[config.mk]
export PLATFORM = sky130hd
export DESIGN_NAME = sac_ctrl
export DESIGN_NICKNAME = d
export VERILOG_FILES = /design/src/rtl/sac_pkg.sv /design/src/rtl/sac_ctrl.sv
export SDC_FILE = /design/constraint.sdc
export NUM_CORES = 1
export LEC_CHECK = 0
export BUFFER_PORTS_ARGS = -buffer_cell sky130_fd_sc_hd__buf_2
export CAP_MARGIN = 20
export CELL_PAD_IN_SITES_DETAIL_PLACEMENT = 0
export CELL_PAD_IN_SITES_GLOBAL_PLACEMENT = 1
export CORE_AREA = 3 3 43 45
export DETAILED_ROUTE_END_ITERATION = 8
export DIE_AREA = 0 0 46 48
export PLACE_DENSITY = 0.75
export SLEW_MARGIN = 10
export SYNTH_ARGS = -nofsm -noshare
export SYNTH_HDL_FRONTEND = slang
export SYNTH_SLANG_ARGS = --single-unit
export TNS_END_PERCENT = 30
[constraint.sdc]
create_clock -name clock -period 4.1 [get_ports clock]
set_input_delay 0.41 -clock clock [delete_from_list [all_inputs] [get_ports clock]]
set_output_delay 0.41 -clock clock [all_outputs]
set_load 0.05 [all_outputs]
[src/rtl/sac_pkg.sv]
`default_nettype none

package sac_pkg;

   // fixed field widths of the streams
   localparam int ADDR_W      = 16;
   localparam int OP_W        = 2;
   localparam int BYTE_W      = 8;
   localparam int DATA_W      = 64;
   localparam int REQ_TDATA_W = 24;
   localparam int REQ_TUSER_W = 2;
   localparam int RSP_TDATA_W = 80;
   localparam int RSP_TUSER_W = 2;

   // access opcodes (any other code behaves as a touch)
   localparam logic [OP_W-1:0] OP_READ  = 2'd0;
   localparam logic [OP_W-1:0] OP_WRITE = 2'd1;

   // controller to datapath commands
   typedef struct packed {
      logic load_req;
      logic mem_clear;
      logic set_read;
      logic capture_lookup;
      logic wb_write;
      logic fill_read;
      logic set_write;
      logic load_rsp;
   } cmd_type;

   // datapath to controller status
   typedef struct packed {
      logic clear_done;
      logic look_hit;
      logic look_dirty;
      logic is_read;
      logic rsp_busy;
   } sts_type;

endpackage

`default_nettype wire

[src/rtl/sac_ctrl.sv]
`default_nettype none

module sac_ctrl
   import sac_pkg::*;
(
   input  wire logic clock,
   input  wire logic reset,
   input  wire logic req_tvalid,
   output logic      req_tready,
   input  var  sts_type sts,
   output cmd_type   cmd
);

   localparam logic [3:0] ST_CLEAR     = 4'd0;
   localparam logic [3:0] ST_IDLE      = 4'd1;
   localparam logic [3:0] ST_DECODE    = 4'd2;
   localparam logic [3:0] ST_LOOKUP    = 4'd3;
   localparam logic [3:0] ST_COMPARE   = 4'd4;
   localparam logic [3:0] ST_WB_CALC   = 4'd5;
   localparam logic [3:0] ST_WB_WRITE  = 4'd6;
   localparam logic [3:0] ST_FILL_READ = 4'd7;
   localparam logic [3:0] ST_UPDATE    = 4'd8;

   // cycles spent in the address split and in the write-back address path
   localparam logic [1:0] DECODE_WAIT = 2'd3;
   localparam logic [1:0] WB_WAIT     = 2'd2;

   logic [3:0] state_ff;
   logic [3:0] state_in;
   logic [1:0] wait_ff;
   logic [1:0] wait_in;
   logic       go;

   // update may finish unless a read result still blocks the output register
   assign go = (state_ff == ST_UPDATE) & ~(sts.is_read & sts.rsp_busy);

   // next state
   always_comb begin
      state_in = state_ff;
      wait_in  = wait_ff;
      unique case (state_ff)
         ST_CLEAR: begin
            if (sts.clear_done) state_in = ST_IDLE;
         end
         ST_IDLE: begin
            if (req_tvalid) begin
               state_in = ST_DECODE;
               wait_in  = DECODE_WAIT;
            end
         end
         ST_DECODE: begin
            if (wait_ff == '0) state_in = ST_LOOKUP;
            else wait_in = wait_ff - 2'd1;
         end
         ST_LOOKUP: begin
            state_in = ST_COMPARE;
         end
         ST_COMPARE: begin
            priority if (sts.look_hit) begin
               state_in = ST_UPDATE;
            end else if (sts.look_dirty) begin
               state_in = ST_WB_CALC;
               wait_in  = WB_WAIT;
            end else begin
               state_in = ST_FILL_READ;
            end
         end
         ST_WB_CALC: begin
            if (wait_ff == '0) state_in = ST_WB_WRITE;
            else wait_in = wait_ff - 2'd1;
         end
         ST_WB_WRITE: begin
            state_in = ST_FILL_READ;
         end
         ST_FILL_READ: begin
            state_in = ST_UPDATE;
         end
         ST_UPDATE: begin
            if (go) state_in = ST_IDLE;
         end
         default: begin
            state_in = ST_IDLE;
         end
      endcase
   end

   always_ff @(posedge clock) begin
      if (reset) begin
         state_ff <= ST_CLEAR;
         wait_ff  <= '0;
      end else begin
         state_ff <= state_in;
         wait_ff  <= wait_in;
      end
   end

   // commands
   assign req_tready         = (state_ff == ST_IDLE);
   assign cmd.load_req       = (state_ff == ST_IDLE) & req_tvalid;
   assign cmd.mem_clear      = (state_ff == ST_CLEAR);
   assign cmd.set_read       = (state_ff == ST_LOOKUP);
   assign cmd.capture_lookup = (state_ff == ST_COMPARE);
   assign cmd.wb_write       = (state_ff == ST_WB_WRITE);
   assign cmd.fill_read      = (state_ff == ST_FILL_READ);
   assign cmd.set_write      = go;
   assign cmd.load_rsp       = go & sts.is_read;

endmodule

`default_nettype wire

# After elaboration in Yosys (flattened, before gate mapping)
# Index checks and enable logic that the tools add are counted.
dict set report op_classes {
  n_reduce_logical 6
  muxes 13
  n_addsub 1
  eq_ne 16
  n_bitwise 5
}
# operator n
set op_table {}
lappend op_table {{one-hot mux 4 bit (9 select lines)} 1}
lappend op_table {{2-to-1 mux 4 bit} 6}
lappend op_table {{equality test 4 x 3 -> 1 bit (second input constant)} 4}
lappend op_table {{inequality test 2 bit (second input constant)} 8}
lappend op_table {{2-to-1 mux 2 bit} 5}
lappend op_table {{AND reduction 5 bit} 2}
lappend op_table {{equality test 4 x 2 -> 1 bit (second input constant)} 2}
lappend op_table {{one-hot mux 2 bit (3 select lines)} 1}
lappend op_table {{AND 1 bit} 4}
lappend op_table {{equality test 4 x 1 -> 1 bit (second input constant)} 1}
lappend op_table {{equality test 4 bit (second input constant)} 1}
lappend op_table {{logical NOT 4 bit} 1}
lappend op_table {{nonzero test 3 bit} 1}
lappend op_table {{logical NOT 2 bit} 1}
lappend op_table {{OR reduction 2 bit} 1}
lappend op_table {{subtractor 2 x 1 -> 2 bit (second input constant)} 1}
lappend op_table {{NOT 1 bit} 1}
dict set report word_totals {
  regBits 6
  out_inout_bits 9
}

# Depth between registers and ports, before layout
dict set report logic_depth {
  depth_word 5
  ltp_mapped 6
  ltp_nobuf 6
}

# Worst setup path after synthesis
# Ideal clock, no wire load.
dict set report synth_timing {
  path_type {reg2reg}
  from {reg state_ff[3]}
  to {reg wait_ff[0]}
  arrival_ns 2.650
  stages_incl_launch_ff 5
  t_required_ns 3.977
  setup_slack_ns 1.327
  period_less_slack_ns 2.773
  setup_time_ns 0.123
  cell_sequence {dfxtp_1 -> buf_1 -> nor4_1 -> a2111oi_0 -> mux2_1}
}
# element line_no
set synth_rtl {}
lappend synth_rtl {{start, declared} sac_ctrl.sv:28} ;# logic [3:0] state_ff;
lappend synth_rtl {{start signal, assigned} sac_ctrl.sv:92} ;# state_ff <= state_in;
lappend synth_rtl {{end signal, assigned} sac_ctrl.sv:93} ;# wait_ff <= wait_in;
lappend synth_rtl {{end, declared} sac_ctrl.sv:30} ;# logic [1:0] wait_ff;

==> results_tabular.tex <==
\begin{tabular}{lr}
\hline
Metric & Value \\
\hline
\multicolumn{2}{l}{\textbf{Clocking}} \\
\quad Post-CTS setup buffer count & 0 \\
\quad Maximum buffer depth of the clock tree & 2 \\
\quad Cells resized by post-CTS repair & 0 \\
\quad Buffer cell driving the clock tree root & sky130\_fd\_sc\_hd\_\_clkbuf\_4 \\
\quad Insertion delay of the later-clocked pin in the worst-skew pair & between 0.2 and 0.3 ns \\
\quad Number of clock sinks & 6 \\
\quad Clock transition time at the flip-flop clock pins of the worst setup and hold paths & approximately 0.050 ns \\
\quad Clock tree from TritonCTS & done \\
\quad Total clock buffers created by CTS & 3 \\
\quad H-Tree Depth & 1 \\
\quad Hold-fix buffers, CTS & 0 \\
\multicolumn{2}{l}{\textbf{Pwr}} \\
\quad Clock Power Share & 0.131 \\
\quad Gate power share & 0.579 \\
\quad Areal power density over the cells & 681 nW/µm² \\
\quad Share of power burned in registers & 0.290 \\
\quad Static leakage & 0.259 nW \\
\quad Tot Pwr & 0.000434 W \\
\quad Internal Pwr Total & 0.000201 W \\
\quad Net switching component of the power & 0.000233 W \\
\quad Worst-case vdd ir drop & between 300 and 400 µV \\
\quad Switching Share & 0.537 \\
\multicolumn{2}{l}{\textbf{STA}} \\
\quad Max\_slew headroom & 0.594 \\
\quad RSZ-0062 raised after global routing & false \\
\quad Final worst path period share & 0.565 \\
\quad Worst setup skew after layout & 0.00237 ns \\
\quad Achievable Freq & 432 MHz \\
\quad Shortest period the worst path allows & between 2 and 2.5 ns \\
\quad Total Neg Setup Slack & 0 ns \\
\quad Final setup violation count & 0 \\
\quad Final Hold Vio Count & 0 \\
\quad Final-report max-slew violation count & 0 \\
\quad Tightest Pin Transition & around 0.6 ns \\
\multicolumn{2}{l}{\textbf{Global route}} \\
\quad Routing usage on met1 & 0.165 \\
\quad Number of antenna violations at the first check in global routing & 0 \\
\quad Wire length of the first global-routing pass & 1950 µm \\
\quad Via count of the first global-routing pass & 458 \\
\quad Total grt overflow & 0 \\
\quad Global route hottest layer & met2 \\
\quad Met2 GRT Util & 0.181 \\
\quad Total routing resource utilization after global routing & 0.122 \\
\quad Maximum number of pins on one net before global-route repair & 20 \\
\quad Met3 Track Usage GR & 0.0338 \\
\multicolumn{2}{l}{\textbf{Synth}} \\
\quad Mapped Cells & 71 \\
\quad Netlist Area Pre-Place & 557 µm² \\
\quad Adder and majority gate portion of the synthesized area & 0.0225 \\
\quad Share of the yosys chip area belonging to registers & 0.216 \\
\quad Synth Warn \# & 0 \\
\quad Async set-reset flop share out of synthesis & 0 \\
\quad Simple-gate share of the synthesized area & 0.319 \\
\quad Fraction of post-synthesis cell area in the top cell type by area & 0.216 \\
\quad Syn Nets & 80 \\
\quad Top flip-flop cell by instance count after synthesis & sky130\_fd\_sc\_hd\_\_dfxtp\_1 \\
\quad Syn avg cell area & slightly below 8 µm² \\
\quad Commonest cells post-synth & 6 x sky130\_fd\_sc\_hd\_\_dfxtp\_1, 6 x sky130\_fd\_sc\_hd\_\_nor3\_1, 5 x sky130\_fd\_sc\_hd\_\_nor2\_1, 4 x sky130\_fd\_sc\_hd\_\_inv\_1 \\
\quad Share of the synthesized area in compound gates (AO/OA/AOI/OAI) & 0.265 \\
\quad Post-synthesis register bit count & 6 \\
\quad Count of flip-flops with a built-in enable after synthesis & 0 \\
\quad Dominant combinational cell family by area after synthesis & simple AND/OR/NAND/NOR gates \\
\quad Multiplexer share of the synthesized area & 0.0562 \\
\quad Largest cells by area after synthesis & sky130\_fd\_sc\_hd\_\_dfxtp\_1 22\%, sky130\_fd\_sc\_hd\_\_nor3\_1 5.4\%, sky130\_fd\_sc\_hd\_\_nor4\_4 3.8\%, sky130\_fd\_sc\_hd\_\_mux2i\_1 3.6\%, sky130\_fd\_sc\_hd\_\_nor2\_1 3.4\% \\
\quad Number of distinct library cells after synthesis & 39 \\
\quad Parity-gate share of the synthesized area counting xor and xnor cells & 0 \\
\quad Cell accounting for the most synthesized area & sky130\_fd\_sc\_hd\_\_dfxtp\_1 \\
\multicolumn{2}{l}{\textbf{Critical path}} \\
\quad Depth of the worst register-to-register path & 4 \\
\quad Category of the most critical setup path & reg2out \\
\quad Highest fanout seen on the critical path & 14 \\
\quad Reg2reg setup slack & 2.16 ns \\
\quad Kind of start point of the critical path & flop \\
\quad Data required time at the worst endpoint & 3.69 ns \\
\quad Critical path capture point type & primary output \\
\quad Launch instance of the worst register-to-register path & state\_ff[1] \\
\quad Arr. time, crit path & $\sim$1.9 ns \\
\quad RR Endpoint & wait\_ff[0] \\
\multicolumn{2}{l}{\textbf{Run}} \\
\quad Maximum capacitance violations & 0 \\
\multicolumn{2}{l}{\textbf{Detailed routing}} \\
\quad Number of nets still failing antenna checks after routing & 0 \\
\quad Final routed wire length divided by cell count & 12.8 µm \\
\quad Total via count after detailed routing & 570 \\
\quad Iteration count of the initial detailed-routing pass & 4 \\
\quad Post-detailed-routing wire length & 1270 µm \\
\quad Detailed-route DRC error count & 0 \\
\quad Iteration-0 DRC Markers & 21 \\
\quad Vias per cell & 5.76 \\
\multicolumn{2}{l}{\textbf{Min path}} \\
\quad Cell count of the worst hold path & 2 \\
\quad Endpoint with the worst hold slack & state\_ff[3] \\
\quad Worst hold-check path type & in2reg \\
\quad Startpoint of the tightest hold check path & reset \\
\multicolumn{2}{l}{\textbf{Finish}} \\
\quad Antenna diodes & 0 \\
\quad Layout overhead on the synthesized area & 14.6\% \\
\quad Proportion of layout cells with a drive suffix above 1 & 0.277 \\
\quad Count of nets after finishing & 94 \\
\multicolumn{2}{l}{\textbf{Placed design}} \\
\quad Port Buf Inserts & 16 \\
\quad RD Place Congestion & 0.699 \\
\quad Final HPWL from detailed placement & about 960 µm \\
\multicolumn{2}{l}{\textbf{Floorplanning}} \\
\quad Total die area & 2210 µm² \\
\quad Initial standard-cell utilization of the core & 0.370 \\
\quad Core Region & 1510 µm² \\
\quad DIE WIDTH & 46 µm \\
\quad Number of top-level pins & 17 \\
\quad Vert. Die Dim & 48 µm \\
\quad Standard-cell row count & 14 \\
\multicolumn{2}{l}{\textbf{Outcome}} \\
\quad Status & complete, no violations \\
\hline
\end{tabular}
[registers in the layout, summed over array words and instances, names as in the netlist]
register  count
state_ff      4
wait_ff       2
[metal layers]
metal	vias up	routed length, µm	part of all wire
met5	-	0	0
met3	2	58	0.046
met2	12	548	0.43
met4	0	10	0.0079
met1	260	654	0.51
li1	296	-	-
[kinds of logic after synthesis]
family	Yosys count
adder cells (fa/ha/maj)	1
AND/OR/NAND/NOR	28
multiplexers	3
AO/OA/AOI/OAI	19
flip-flops	6
buffers and inverters	14
[cells in the final DEF (no fill, tap or decap), types with 2 or more instances in the layout]
cell                        count
sky130_fd_sc_hd__a2111oi_0      2
sky130_fd_sc_hd__a21oi_1        3
sky130_fd_sc_hd__and2_1         2
sky130_fd_sc_hd__buf_2         16
sky130_fd_sc_hd__clkbuf_4       3
sky130_fd_sc_hd__dfxtp_1        6
sky130_fd_sc_hd__inv_1          4
sky130_fd_sc_hd__inv_2          2
sky130_fd_sc_hd__mux2i_1        2
sky130_fd_sc_hd__nand2_1        2
sky130_fd_sc_hd__nand2b_1       2
sky130_fd_sc_hd__nor2_1         5
sky130_fd_sc_hd__nor3_1         6
sky130_fd_sc_hd__nor4_1         3
sky130_fd_sc_hd__nor4b_1        2
sky130_fd_sc_hd__o21ai_0        2
sky130_fd_sc_hd__o31a_1         2
[worst max-delay path by stage]
stage | from | to | cells after the start
floorplan | state_ff[3] | wait_ff[0] | 4
detailed placement | state_ff[3] | cmd[0] | 4
finish | state_ff[3] | cmd[0] | 4
CTS | state_ff[3] | cmd[0] | 4
global route | state_ff[3] | cmd[0] | 4
global placement | state_ff[3] | cmd[0] | 4
[cell type report]
| class | count | area, µm² |
|---|---|---|
| clock buffers | 3 | 22.5 |
| fillers | 158 | 868 |
| inverters | 7 | 26.3 |
| multi-input cells | 51 | 369 |
| flip-flops and latches | 6 | 120 |
| well taps | 16 | 20.0 |
| repair buffers | 16 | 80.1 |
[power by group through the flow]
stage	Combinational, W	Sequential (W)	Clock (W)
3_3_place_gp	0.000256	0.000126	0
3_5_place_dp	0.000251	0.000127	0
2_1_floorplan	0.000251	0.0000886	0
6_report	0.000252	0.000126	0.0000568
4_1_cts	0.000253	0.000126	0.0000581
5_1_grt	0.000275	0.000134	0.0000609
[worst max-delay path, cell delays in order (launching register included)]
cell and delay, ns:
sky130_fd_sc_hd__dfxtp_1 0.60, sky130_fd_sc_hd__nor4b_1 0.43, sky130_fd_sc_hd__a21boi_1 0.24, sky130_fd_sc_hd__and2_1 0.14, sky130_fd_sc_hd__buf_2 0.25
[per-stage QoR]
| stage | instance area (µm²) | worst slack (ns) | utilization | hold WS (ns) | std cells |
|---|---|---|---|---|---|
| CTS | 638 | 1.78 | 0.424 | 0.435 | 99 |
| global placement | 616 | 2.11 | 0.409 | 0.451 | 96 |
| global route | 638 | 1.62 | 0.424 | 0.458 | 99 |
| floorplan | 557 | 1.33 | - | 0.435 | 71 |
| finish | 638 | 1.78 | 0.424 | 0.439 | 99 |
| detailed placement | 616 | 2.06 | 0.409 | 0.453 | 96 |
(Power assumes the default switching activity.)
